==> config.mk <==
export PLATFORM = sky130hd
export DESIGN_NAME = timed_event_queue
export DESIGN_NICKNAME = d
export VERILOG_FILES = /design/src/teq_pkg.sv /design/src/timed_event_queue.sv /design/src/teq_cell.sv
export VERILOG_INCLUDE_DIRS = /design/src /design/src/src
export SDC_FILE = /design/constraint.sdc
export NUM_CORES = 2
export LEC_CHECK = 0
export BUFFER_PORTS_ARGS = -buffer_cell sky130_fd_sc_hd__clkbuf_2
export CAP_MARGIN = 20
export CORE_ASPECT_RATIO = 2
export CORE_UTILIZATION = 40
export DETAILED_ROUTE_END_ITERATION = 6
export RECOVER_POWER = 50
export SLEW_MARGIN = 20
export SYNTH_ARGS = -nofsm -noshare
export SYNTH_HDL_FRONTEND = slang
export SYNTH_HIERARCHICAL = 1
export SYNTH_SLANG_ARGS = --single-unit
==> constraint.sdc <==
create_clock -name clk -period 5.85 [get_ports clk]
set_clock_uncertainty 0.1 [all_clocks]
set_input_delay 1.17 -clock clk [delete_from_list [all_inputs] [get_ports clk]]
set_output_delay 1.17 -clock clk [all_outputs]
set_load 0.02 [all_outputs]
==> src/timed_event_queue_defines.svh <==
// Assertion macros for the timed event queue.
// Used by the top level only; needs no other file.
`ifndef TIMED_EVENT_QUEUE_DEFINES_SVH
`define TIMED_EVENT_QUEUE_DEFINES_SVH

// Same-cycle implication, disabled while in reset
`define TEQ_ASSERT_NOW(label, clk, rst_n, ante, cons, msg) \
    label: assert property (@(posedge clk) disable iff (!rst_n) (ante) |-> (cons)) \
        else $error(msg);

// Next-cycle implication, disabled while in reset
`define TEQ_ASSERT_NEXT(label, clk, rst_n, ante, cons, msg) \
    label: assert property (@(posedge clk) disable iff (!rst_n) (ante) |=> (cons)) \
        else $error(msg);

`endif

==> src/teq_pkg.sv <==
// Package for the timed event queue: sizes, codes and transaction types.
// No dependencies; used by teq_cell and timed_event_queue.
`timescale 1ns / 1ps

package teq_pkg;

    localparam int QUEUE_DEPTH = 16;
    localparam int MAX_RESULTS = 16;
    localparam int FIRE_CNT_W  = $clog2(MAX_RESULTS);
    localparam int TIME_W      = 48;

    typedef enum logic [1:0] {
        CMD_INSERT = 2'd0,
        CMD_TICK   = 2'd1,
        CMD_START  = 2'd2,
        CMD_STOP   = 2'd3
    } cmd_t;

    typedef enum logic [1:0] {
        KIND_FIRED    = 2'd0,
        KIND_ACCEPTED = 2'd1,
        KIND_DROPPED  = 2'd2,
        KIND_STALE    = 2'd3
    } result_kind_t;

    // Input transaction
    typedef struct packed {
        cmd_t              command;
        logic [TIME_W-1:0] due_time;
        logic              manual_flag;
        logic [7:0]        press_angle;
        logic [7:0]        rest_angle;
        logic [10:0]       hold_time;
        logic              debug_flag;
        logic [TIME_W-1:0] now_time;
    } teq_req_t;

    // Result transaction
    typedef struct packed {
        result_kind_t      result_kind;
        logic [7:0]        fire_press_angle;
        logic [7:0]        fire_rest_angle;
        logic [10:0]       fire_hold_time;
        logic              fire_debug;
        logic [TIME_W-1:0] late_by;
        logic              last_result;
    } teq_result_t;

    // Stored event payload
    typedef struct packed {
        logic        manual;
        logic        debug;
        logic [10:0] hold;
        logic [7:0]  rest;
        logic [7:0]  press;
    } teq_payload_t;

    // One queue slot as seen by its neighbours
    typedef struct packed {
        logic              valid;
        logic [TIME_W-1:0] due;
        teq_payload_t      payload;
    } teq_entry_t;

    typedef enum logic [2:0] {
        CELL_HOLD,
        CELL_INSERT,
        CELL_ADVANCE,
        CELL_PURGE,
        CELL_COMPACT
    } cell_op_t;

    // Broadcast control from the sequencer to every cell
    typedef struct packed {
        cell_op_t          op;
        logic [TIME_W-1:0] new_due;
        teq_payload_t      new_payload;
    } teq_cell_ctrl_t;

    typedef enum logic [2:0] {
        ST_IDLE,
        ST_INSERT,
        ST_TICK,
        ST_PURGE,
        ST_COMPACT
    } teq_state_t;

endpackage

==> src/timed_event_queue.sv <==
// Timed event queue: insert busy in ST_INSERT, result on the cycle after it.
// Tick: one fired result per cycle until none is due or MAX_RESULTS fired.
// Start/stop: a purge step, then compaction steps until no hole is left,
// as holes bubble through the cell chain. Results cannot be stalled.
// Reset empties the queue and leaves the run flag clear.
// Depends on teq_pkg, teq_cell and timed_event_queue_defines.svh.
`timescale 1ns / 1ps
`include "timed_event_queue_defines.svh"

module timed_event_queue (
    input  logic                 clk,
    input  logic                 rst_n,
    input  logic                 start,
    output logic                 busy,
    input  teq_pkg::teq_req_t    request,
    output logic                 result_valid,
    output teq_pkg::teq_result_t result
);
    import teq_pkg::*;

    teq_state_t             state_reg, state_next;
    teq_req_t               item_reg;
    logic                   run_reg, run_next;
    logic [FIRE_CNT_W-1:0]  fired_cnt_reg, fired_cnt_next;
    logic                   result_valid_reg, result_valid_next;
    teq_result_t            result_reg, result_next;

    teq_cell_ctrl_t         cell_ctrl;
    teq_entry_t             entries [QUEUE_DEPTH];
    teq_entry_t             left_in [QUEUE_DEPTH];
    teq_entry_t             right_in [QUEUE_DEPTH];
    logic [QUEUE_DEPTH-1:0] gt_vec;
    logic [QUEUE_DEPTH-1:0] left_gt_vec;
    logic [QUEUE_DEPTH-1:0] valid_vec;
    logic [QUEUE_DEPTH-2:0] hole_vec;

    logic                   accept;
    logic                   fire_now;
    logic                   more_due;
    logic                   has_holes;
    logic                   stale;
    logic                   full;

    assign accept       = start && !busy;
    assign busy         = (state_reg != ST_IDLE);
    assign result_valid = result_valid_reg;
    assign result       = result_reg;

    // Cell chain
    genvar gi;
    generate
        for (gi = 0; gi < QUEUE_DEPTH; gi++)
        begin : g_cell
            if (gi == 0)
            begin : g_first
                assign left_in[gi]     = '{valid: 1'b1, due: '0, payload: '0};
                assign left_gt_vec[gi] = 1'b0;
            end
            else
            begin : g_mid
                assign left_in[gi]     = entries[gi-1];
                assign left_gt_vec[gi] = gt_vec[gi-1];
            end
            if (gi == QUEUE_DEPTH - 1)
            begin : g_last
                assign right_in[gi] = '{valid: 1'b0, due: '0, payload: '0};
            end
            else
            begin : g_inner
                assign right_in[gi] = entries[gi+1];
                assign hole_vec[gi] = !entries[gi].valid && entries[gi+1].valid;
            end
            assign valid_vec[gi] = entries[gi].valid;

            teq_cell u_cell (
                .clk         (clk),
                .rst_n       (rst_n),
                .ctrl        (cell_ctrl),
                .left_entry  (left_in[gi]),
                .right_entry (right_in[gi]),
                .left_gt     (left_gt_vec[gi]),
                .gt          (gt_vec[gi]),
                .entry       (entries[gi])
            );
        end
    endgenerate

    // Head-of-queue status
    assign fire_now  = entries[0].valid && (entries[0].due <= item_reg.now_time);
    assign more_due  = entries[1].valid && (entries[1].due <= item_reg.now_time)
                       && (fired_cnt_reg != FIRE_CNT_W'(MAX_RESULTS - 1));
    assign has_holes = |hole_vec;
    assign stale     = !item_reg.manual_flag && !run_reg;
    assign full      = valid_vec[QUEUE_DEPTH-1];

    // Next state
    always_comb
    begin
        state_next = state_reg;
        unique case (state_reg)
            ST_IDLE:
            begin
                if (start)
                begin
                    unique case (request.command)
                        CMD_INSERT: state_next = ST_INSERT;
                        CMD_TICK:   state_next = ST_TICK;
                        CMD_START,
                        CMD_STOP:   state_next = ST_PURGE;
                        default:    state_next = ST_IDLE;
                    endcase
                end
            end
            ST_INSERT:  state_next = ST_IDLE;
            ST_TICK:    state_next = (fire_now && more_due) ? ST_TICK : ST_IDLE;
            ST_PURGE:   state_next = ST_COMPACT;
            ST_COMPACT: state_next = has_holes ? ST_COMPACT : ST_IDLE;
            default:    state_next = ST_IDLE;
        endcase
    end

    // Outputs: cell control, results, run flag, fire count
    always_comb
    begin
        cell_ctrl.op                = CELL_HOLD;
        cell_ctrl.new_due           = item_reg.due_time;
        cell_ctrl.new_payload       = '{manual: item_reg.manual_flag,
                                        debug:  item_reg.debug_flag,
                                        hold:   item_reg.hold_time,
                                        rest:   item_reg.rest_angle,
                                        press:  item_reg.press_angle};
        result_valid_next           = 1'b0;
        result_next                 = '0;
        run_next                    = run_reg;
        fired_cnt_next              = fired_cnt_reg;
        unique case (state_reg)
            ST_IDLE:
            begin
                fired_cnt_next = '0;
            end
            ST_INSERT:
            begin
                result_valid_next       = 1'b1;
                result_next.last_result = 1'b1;
                priority if (stale)
                begin
                    result_next.result_kind = KIND_STALE;
                end
                else if (full)
                begin
                    result_next.result_kind = KIND_DROPPED;
                end
                else
                begin
                    result_next.result_kind = KIND_ACCEPTED;
                    cell_ctrl.op            = CELL_INSERT;
                end
            end
            ST_TICK:
            begin
                if (fire_now)
                begin
                    cell_ctrl.op                 = CELL_ADVANCE;
                    result_valid_next            = 1'b1;
                    result_next.result_kind      = KIND_FIRED;
                    result_next.fire_press_angle = entries[0].payload.press;
                    result_next.fire_rest_angle  = entries[0].payload.rest;
                    result_next.fire_hold_time   = entries[0].payload.hold;
                    result_next.fire_debug       = entries[0].payload.debug;
                    result_next.late_by          = item_reg.now_time - entries[0].due;
                    result_next.last_result      = !more_due;
                    fired_cnt_next               = fired_cnt_reg + 1'b1;
                end
            end
            ST_PURGE:
            begin
                cell_ctrl.op = CELL_PURGE;
                run_next     = (item_reg.command == CMD_START);
            end
            ST_COMPACT:
            begin
                cell_ctrl.op = CELL_COMPACT;
            end
            default:
            begin
            end
        endcase
    end

    // Control registers
    always_ff @(posedge clk or negedge rst_n)
    begin
        if (!rst_n)
        begin
            state_reg        <= ST_IDLE;
            run_reg          <= 1'b0;
            fired_cnt_reg    <= '0;
            result_valid_reg <= 1'b0;
        end
        else
        begin
            state_reg        <= state_next;
            run_reg          <= run_next;
            fired_cnt_reg    <= fired_cnt_next;
            result_valid_reg <= result_valid_next;
        end
    end

    // Transaction payload registers
    always_ff @(posedge clk)
    begin
        if (accept)
        begin
            item_reg <= request;
        end
        result_reg <= result_next;
    end

    // Checks
    `TEQ_ASSERT_NOW(a_idle_compact, clk, rst_n, state_reg == ST_IDLE, !has_holes,
        "queue has a gap while idle")
    `TEQ_ASSERT_NOW(a_insert_last, clk, rst_n,
        result_valid_reg && (result_reg.result_kind != KIND_FIRED),
        result_reg.last_result, "insert result not marked last")
    `TEQ_ASSERT_NEXT(a_full_no_accept, clk, rst_n,
        (state_reg == ST_INSERT) && full,
        result_reg.result_kind != KIND_ACCEPTED, "insert accepted into full queue")
    `TEQ_ASSERT_NEXT(a_result_source, clk, rst_n,
        !((state_reg == ST_INSERT) || (state_reg == ST_TICK)),
        !result_valid_reg, "result outside insert or tick")

endmodule

==> src/teq_cell.sv <==
// One slot of the sorted event chain: holds an entry and trades it with
// its neighbours. Depends on teq_pkg.
`timescale 1ns / 1ps

module teq_cell (
    input  logic                    clk,
    input  logic                    rst_n,
    input  teq_pkg::teq_cell_ctrl_t ctrl,
    input  teq_pkg::teq_entry_t     left_entry,
    input  teq_pkg::teq_entry_t     right_entry,
    input  logic                    left_gt,
    output logic                    gt,
    output teq_pkg::teq_entry_t     entry
);
    import teq_pkg::*;

    logic              valid_reg, valid_next;
    logic [TIME_W-1:0] due_reg, due_next;
    teq_payload_t      payload_reg, payload_next;

    // Empty slots sort after everything
    assign gt = !valid_reg || (due_reg > ctrl.new_due);

    assign entry.valid   = valid_reg;
    assign entry.due     = due_reg;
    assign entry.payload = payload_reg;

    // Next slot contents
    always_comb
    begin
        valid_next   = valid_reg;
        due_next     = due_reg;
        payload_next = payload_reg;
        unique case (ctrl.op)
            CELL_HOLD:
            begin
            end
            CELL_INSERT:
            begin
                if (gt)
                begin
                    if (left_gt)
                    begin
                        valid_next   = left_entry.valid;
                        due_next     = left_entry.due;
                        payload_next = left_entry.payload;
                    end
                    else
                    begin
                        valid_next   = 1'b1;
                        due_next     = ctrl.new_due;
                        payload_next = ctrl.new_payload;
                    end
                end
            end
            CELL_ADVANCE:
            begin
                valid_next   = right_entry.valid;
                due_next     = right_entry.due;
                payload_next = right_entry.payload;
            end
            CELL_PURGE:
            begin
                valid_next = valid_reg && payload_reg.manual;
            end
            CELL_COMPACT:
            begin
                // a hole swaps with a filled slot on its right
                if (!valid_reg && right_entry.valid)
                begin
                    valid_next   = 1'b1;
                    due_next     = right_entry.due;
                    payload_next = right_entry.payload;
                end
                else if (valid_reg && !left_entry.valid)
                begin
                    valid_next = 1'b0;
                end
            end
            default:
            begin
            end
        endcase
    end

    // Occupancy
    always_ff @(posedge clk or negedge rst_n)
    begin
        if (!rst_n)
        begin
            valid_reg <= 1'b0;
        end
        else
        begin
            valid_reg <= valid_next;
        end
    end

    // Slot data
    always_ff @(posedge clk)
    begin
        due_reg     <= due_next;
        payload_reg <= payload_next;
    end

endmodule

---- Word-level counts from Yosys, hierarchy flattened ----
Cells that the tools add are included.
operators by class
  add/sub/neg operators ................... 2
  multiply operators ...................... 0
  divide/modulo/power cells ............... 0
  $lt $le $gt $ge ......................... 18
  equality and inequality tests ........... 60
  shift-type cells ........................ 0
  muxes and demuxes ....................... 219
  bitwise gates (word level) .............. 0
  reductions and logical operators ........ 116
operators with widths
  operator                                               number
  2-to-1 mux 48 bit                                      46
  one-hot mux 48 bit (3 select lines)                    15
  2-to-1 mux 29 bit                                      46
  one-hot mux 29 bit (3 select lines)                    15
  > comparator 48 bit                                    16
  <= comparator 48 bit                                   2
  one-hot mux 48 bit (2 select lines)                    1
  AND reduction 3 bit                                    31
  2-to-1 mux 1 bit                                       65
  one-hot mux 1 bit (4 select lines)                     16
  one-hot mux 29 bit (2 select lines)                    1
  subtractor 48 bit                                      1
  inequality test 3 bit, second input constant           14
  logical AND 1 bit                                      37
  inequality test 2 bit, second input constant           17
  inequality test 2 x 1 -> 1 bit, second input constant  16
  one-hot mux 3 bit (4 select lines)                     2
  logical NOT 1 bit                                      20
  logical OR 1 bit                                       16
  OR reduction 15 bit                                    1
  == test 3 x 2 -> 1 bit, second input constant          4
  one-hot mux 3 bit (3 select lines)                     1
  2-to-1 mux 2 bit                                       4
  one-hot mux 4 bit (2 select lines)                     1
  other kinds (17)                                       27
storage, ports and cells
  register bits ........................... 1463
  latch bits .............................. 0
  memory bits (writable) .................. 0
  bits in read-only memories .............. 0
  input port bits ......................... 130
  output and inout bits ................... 81
  logic and storage cells ................. 546
  memories ................................ 0

---- Depth between registers and ports, before layout ----
  depth after elaboration ................. 7
  gate-level depth with buffers ........... 17
  mapped depth without buffers ............ 16

---- Cells and area by module ----
The synthesis kept the hierarchy.
by module, submodules not included
  module             times used  cells an instance  area each (um^2)  seq. area each (um^2)
  teq_cell           16          532                5305.1            2337.2
  timed_event_queue  1           1010               10849.2           5620.4

---- Least setup slack after synthesis ----
Ideal clock, no wire load.
  kind .................................... register to register
  from .................................... register item_reg[45] (netlist bit)
  to ...................................... register g_cell[0].u_cell.due_reg[0] (enable)
  library setup time ...................... 442 ps
  arrival ................................. 5542 ps
  data required time ...................... 5308 ps
  slack ................................... -234 ps
  cell stages (with the launch flop) ...... 13
  buffers on the path ..................... 0
  clock period less this slack ............ 6084 ps
  cell sequence ........................... edfxtp_1 ha_1 a21o_1 a211o_1 o221ai_1 inv_1 a22oi_1 nand2_1 o21a_1 nand2b_1 or3b_2 a21oi_1 a31o_1
RTL lines
  item                      line                      RTL
  start: declaration        timed_event_queue.sv:22   teq_req_t item_reg;
  start signal: assignment  timed_event_queue.sv:214  item_reg <= request;
  end signal: assignment    teq_cell.sv:102           due_reg <= due_next;
  end: declaration          teq_cell.sv:18            logic [TIME_W-1:0] due_reg, due_next;

---- Final worst setup path ----
  from .................................... register g_cell[0].u_cell.due_reg[33]
  to ...................................... register result_reg (netlist bit result[58])
on the way
  word-level cells in the longest chain between the ends .. 3
RTL lines
  item                                  line                      RTL
  <= comparator 48 bit                  timed_event_queue.sv:89   assign fire_now = entries[0].valid && (entries[0].due <= item_reg.now_time);
  logical AND 1 bit                     timed_event_queue.sv:89
  AND reduction 2 bit (no source line)  n/a
  end signal: assignment                timed_event_queue.sv:216  result_reg <= result_next;
  end: declaration                      timed_event_queue.sv:26   teq_result_t result_reg, result_next;
No other way between the ends.
A chain may end at the register's enable or synchronous reset.

==> flow_results.xml <==
<?xml version="1.0" encoding="UTF-8"?>
<metrics>
  <group name="outcome">
    <metric name="status" unit="">finished, violations left</metric>
    <metric name="failing_checks" unit="">design-rule violations, max-capacitance violations, max-slew violations</metric>
  </group>
  <group name="clocking">
    <metric name="clk_latency" unit="ns">0.86</metric>
    <metric name="cts_tree" unit="">yes</metric>
    <metric name="cts.hold.buffers_added" unit="">0</metric>
    <metric name="cts-buffers-inserted" unit="">156</metric>
    <metric name="ctsResizeCount" unit="">0</metric>
    <metric name="clock_sink_count" unit="">1463</metric>
    <metric name="cts-root-to-sink-buffers" unit="">4</metric>
    <metric name="htree_levels" unit="">4</metric>
    <metric name="clk_transition_reported_paths" unit="ns">0.07</metric>
    <metric name="post-cts-setup-buffers" unit="">0</metric>
    <metric name="clock-root-buffer" unit="">sky130_fd_sc_hd__clkbuf_16</metric>
  </group>
  <group name="grt">
    <metric name="first_global_vias" unit="">75537</metric>
    <metric name="grt_max_degree" unit="">111</metric>
    <metric name="antenna_found_initial" unit="">8</metric>
    <metric name="gr-total-overflow" unit="">0</metric>
    <metric name="grt_pass1_wl" unit="µm">440000</metric>
    <metric name="grt_use_total" unit="">0.237</metric>
  </group>
  <group name="synth">
    <metric name="dominantRegCellSynth" unit="">sky130_fd_sc_hd__edfxtp_1</metric>
    <metric name="post-synth-top-area-fraction" unit="">0.426</metric>
    <metric name="yosysUniqueCellTypes" unit="">93</metric>
    <metric name="mapped_cell_area" unit="µm²">95700</metric>
    <metric name="yosys_warnings" unit="">6</metric>
    <metric name="async_reset_ff_frac" unit="">0.0171</metric>
    <metric name="synth.avg_cell_area" unit="µm²">10.1</metric>
    <metric name="post_synth_xor_area_fraction" unit="">0.00348</metric>
    <metric name="synth_seq_cells" unit="">1463</metric>
    <metric name="synth_edf_count" unit="">1359</metric>
    <metric name="ys_seq_area_frac" unit="">0.449</metric>
    <metric name="synth_top_family_by_area" unit="">compound AO/OA/AOI/OAI gates</metric>
    <metric name="yosys-mux-area-fraction" unit="">0.131</metric>
    <metric name="post-synth-top-area-cell" unit="">sky130_fd_sc_hd__edfxtp_1</metric>
    <metric name="synth_area_leaders" unit="">sky130_fd_sc_hd__edfxtp_1 43%, sky130_fd_sc_hd__mux2i_1 13%, sky130_fd_sc_hd__ha_1 11%</metric>
    <metric name="synthSimpleGateAreaFrac" unit="">0.113</metric>
    <metric name="synth_cells" unit="">9522</metric>
    <metric name="synth_compound_gate_area_share" unit="">0.133</metric>
    <metric name="synthAdderAreaFrac" unit="">0.113</metric>
  </group>
  <group name="worst_setup_path">
    <metric name="critPathRequiredTime" unit="ns">6.52</metric>
    <metric name="cp-start-kind" unit="">register</metric>
    <metric name="cpMaxStageDelayCell" unit="">sky130_fd_sc_hd__a21boi_0</metric>
    <metric name="worst_reg2reg_endpoint" unit="">result[58]</metric>
    <metric name="reg2regPathDepth" unit="">11</metric>
    <metric name="reg2reg_slack" unit="ns">0.04</metric>
    <metric name="timing.critical_path.arrival" unit="ns">6.48</metric>
    <metric name="critical_path_start_end_classification" unit="">register to register</metric>
    <metric name="path_cells" unit="">inv_1, ha_1, a21oi_1, o21ai_0, a21oi_1, o21ai_0, a22oi_1, a21boi_0, buf_4, buf_4, and2_0</metric>
    <metric name="critical-path-max-stage-delay" unit="ns">1.71</metric>
    <metric name="worstReg2RegStart" unit="">g_cell[0].u_cell/due_reg[33]</metric>
    <metric name="critical_path.max_fanout" unit="">19</metric>
    <metric name="critPathCaptureType" unit="">register</metric>
  </group>
  <group name="floorplanning">
    <metric name="placement_rows" unit="">253</metric>
    <metric name="die_outline_area" unit="µm²">241000</metric>
    <metric name="core" unit="µm²">238000</metric>
    <metric name="floorplan.die.width" unit="µm">348</metric>
    <metric name="floorplan.io_pins" unit="">211</metric>
    <metric name="height_of_the_chip" unit="µm">694</metric>
    <metric name="start_util" unit="">0.403</metric>
  </group>
  <group name="power">
    <metric name="power.share.sequential" unit="">0.343</metric>
    <metric name="leakage_power_total" unit="nW">44.1</metric>
    <metric name="internal-power" unit="W">0.0355</metric>
    <metric name="pwr-share-comb" unit="">0.492</metric>
    <metric name="clockPowerShare" unit="">0.165</metric>
    <metric name="swShare" unit="">0.427</metric>
    <metric name="vdd.ir_drop.worst" unit="µV">491</metric>
    <metric name="power.net_switching" unit="W">0.0265</metric>
    <metric name="power.density_cell_area" unit="nW/µm²">576</metric>
  </group>
  <group name="cells_and_area">
    <metric name="final_cell_area" unit="µm²">108000</metric>
    <metric name="layout.core_utilization" unit="">0.453</metric>
    <metric name="finalNetCount" unit="">10882</metric>
    <metric name="finish.cell_count_without_fillers" unit="">13192</metric>
    <metric name="num-fill-cells" unit="">22429</metric>
    <metric name="largest_register_ffs" unit="">768</metric>
    <metric name="layout-area-overhead-vs-synth" unit="%">12.4</metric>
    <metric name="drive_above_1_share" unit="">0.0774</metric>
    <metric name="multi_input_comb_area" unit="µm²">48200</metric>
    <metric name="layout.area.seq" unit="µm²">43000</metric>
  </group>
  <group name="timing">
    <metric name="grt_setup_unrepaired" unit="">false</metric>
    <metric name="setup_viol_count_final" unit="">0</metric>
    <metric name="setup_total_negative_slack" unit="ns">0</metric>
    <metric name="timing.fmax" unit="MHz">172</metric>
    <metric name="worst_pin_slew" unit="ns">2.94</metric>
    <metric name="post-route-period-util" unit="">0.993</metric>
    <metric name="slew_headroom" unit="">-0.961</metric>
    <metric name="final.min_clock_period" unit="ns">5.81</metric>
    <metric name="hold_viol_final" unit="">0</metric>
    <metric name="timing.final.max_slew_violations" unit="">135</metric>
  </group>
  <group name="route">
    <metric name="antenna_left" unit="">0</metric>
    <metric name="avgViaCountPerCell" unit="">5.49</metric>
    <metric name="vias" unit="">72361</metric>
    <metric name="drtIter0Drc" unit="">4829</metric>
    <metric name="drt_wl_total" unit="µm">293000</metric>
    <metric name="drcViolationCount" unit="">2</metric>
    <metric name="detail_route.first_pass.iterations" unit="">7</metric>
    <metric name="route.detailed.wl_per_inst" unit="µm">22.2</metric>
  </group>
  <group name="min_path">
    <metric name="min-delay-path-class" unit="">register to register</metric>
    <metric name="holdCritStartpoint" unit="">g_cell[0].u_cell/entry[16]</metric>
    <metric name="hold_path_depth" unit="">1</metric>
    <metric name="min_delay_worst_endpoint" unit="">result[50]</metric>
  </group>
  <group name="placed_design">
    <metric name="standard_cell_area_after_detailed_placement" unit="µm²">103000</metric>
    <metric name="detailed_placement_hpwl" unit="µm">224000</metric>
    <metric name="gp_congestion" unit="">0.940</metric>
    <metric name="port_buffers" unit="">210</metric>
    <metric name="placed_cells" unit="">12914</metric>
  </group>
  <group name="run">
    <metric name="max_cap_violations" unit="">7</metric>
  </group>
</metrics>
==> layout by cell type (no fill, tap or decap), drive strengths merged, types with 18 or more instances in the layout <==
| cell type | n |
|---|---|
| and2 | 54 |
| nor3 | 47 |
| nor2 | 156 |
| edfxtp | 1359 |
| xor2 | 21 |
| a21boi | 20 |
| mux2i | 1253 |
| nand2 | 1470 |
| conb | 160 |
| nand4 | 231 |
| nand2b | 57 |
| o31ai | 35 |
| nand3 | 114 |
| o211ai | 40 |
| dfxtp | 79 |
| a21oi | 415 |
| o2bb2ai | 32 |
| nor4 | 82 |
| a31o | 20 |
| clkinv | 54 |
| inv | 907 |
| o21a | 40 |
| a221o | 35 |
| a21o | 81 |
| buf | 254 |
| clkbuf | 441 |
| dfrtp | 25 |
| o21ai | 1400 |
| a211oi | 18 |
| nor2b | 42 |
| ha | 865 |
==> critical path: cells and delay by family, from the launching register on <==
kind / cells / cell delay (ns)
buffers and inverters: 3 / 0.98
DFF: 1 / 0.37
adders and majority gates: 1 / 0.38
and+or+nand+nor: 1 / 0.17
AOI/OAI and AO/OA: 6 / 3.76
==> power by group through the flow <==
| stage | sequential (W) | combinational [W] | clock, W |
|---|---|---|---|
| CTS | 0.0213 | 0.0309 | 0.0105 |
| floorplan | 0.0205 | 0.0214 | 0 |
| global route | 0.0217 | 0.0334 | 0.0107 |
| detailed placement | 0.0214 | 0.0308 | 0 |
| finish | 0.0213 | 0.0305 | 0.0102 |
| global placement | 0.0213 | 0.0296 | 0 |
==> stage by stage <==
step                worst slack (ns)  total power [W]  hold WS [ns]
finish                        0.0430           0.0620         0.382
detailed placement             0.511           0.0523         0.367
floorplan                      0.515           0.0419         0.348
CTS                            0.577           0.0626         0.298
global placement               0.505           0.0509         0.363
global route                   0.184           0.0659         0.368
==> how the worst max path moves through the flow <==
stage / from / endpoint / slack (ns)
detailed placement: g_cell[0].u_cell/due_reg[35] / g_cell[14].u_cell/due_reg[6] / 0.51
global placement: g_cell[0].u_cell/due_reg[33] / g_cell[14].u_cell/entry[21] / 0.51
global route: g_cell[0].u_cell/due_reg[33] / g_cell[13].u_cell/entry[26] / 0.18
floorplan: item_reg[45] / g_cell[0].u_cell/due_reg[0] / 0.52
finish: g_cell[0].u_cell/due_reg[33] / result[58] / 0.04
CTS: g_cell[0].u_cell/due_reg[33] / g_cell[14].u_cell/due_reg[6] / 0.58
==> layout make-up <==
class	count	area share
Multi-Input combinational cell	6859	0.448
Sequential cell	1463	0.400
Tap cell	3187	0.0371
Clock inverter	76	0.00752
Antenna cell	7	0.000163
Timing Repair Buffer	501	0.0371
Inverter	905	0.0316
Clock buffer	194	0.0392
==> kinds of logic after synthesis <==
| family | after synthesis |
|---|---|
| AND/OR/NAND/NOR | 2313 |
| AO/OA/AOI/OAI | 2227 |
| flip-flops | 1463 |
| buffers and inverters | 1358 |
| multiplexers | 1255 |
| adder cells (fa/ha/maj) | 866 |
| XOR/XNOR | 38 |
| other | 2 |
==> routing by layer <==
layer  share of wire  up-vias  track usage
met4           0.096        2        0.205
li1                -    35050            -
met2            0.52     1928        0.443
met5        0.000044        -            0
met1            0.35    34641        0.231
met3           0.036      740       0.0228
==> cell usage after synthesis, types with 18 or more instances <==
cell type	count
sky130_fd_sc_hd__nor4_1	66
sky130_fd_sc_hd__o211ai_1	40
sky130_fd_sc_hd__nand4_2	32
sky130_fd_sc_hd__edfxtp_1	1359
sky130_fd_sc_hd__nor2_1	140
sky130_fd_sc_hd__and2_1	53
sky130_fd_sc_hd__o31ai_1	19
sky130_fd_sc_hd__buf_4	18
sky130_fd_sc_hd__o2bb2ai_1	32
sky130_fd_sc_hd__a221o_1	35
sky130_fd_sc_hd__xor2_1	21
sky130_fd_sc_hd__nor2b_1	42
sky130_fd_sc_hd__o21ai_1	306
sky130_fd_sc_hd__o21ai_0	1091
sky130_fd_sc_hd__nand2b_1	57
sky130_fd_sc_hd__nand3_1	114
sky130_fd_sc_hd__buf_1	48
sky130_fd_sc_hd__buf_2	184
sky130_fd_sc_hd__nor3_1	46
sky130_fd_sc_hd__dfrtp_1	25
sky130_fd_sc_hd__mux2i_1	1253
sky130_fd_sc_hd__ha_1	865
sky130_fd_sc_hd__a21o_1	81
sky130_fd_sc_hd__dfxtp_1	79
sky130_fd_sc_hd__nand2_1	1469
sky130_fd_sc_hd__a21oi_1	395
sky130_fd_sc_hd__o21a_1	40
sky130_fd_sc_hd__inv_1	905
sky130_fd_sc_hd__nand4_1	199
sky130_fd_sc_hd__a21oi_2	18
sky130_fd_sc_hd__clkbuf_1	196
(Power assumes the default switching activity.)
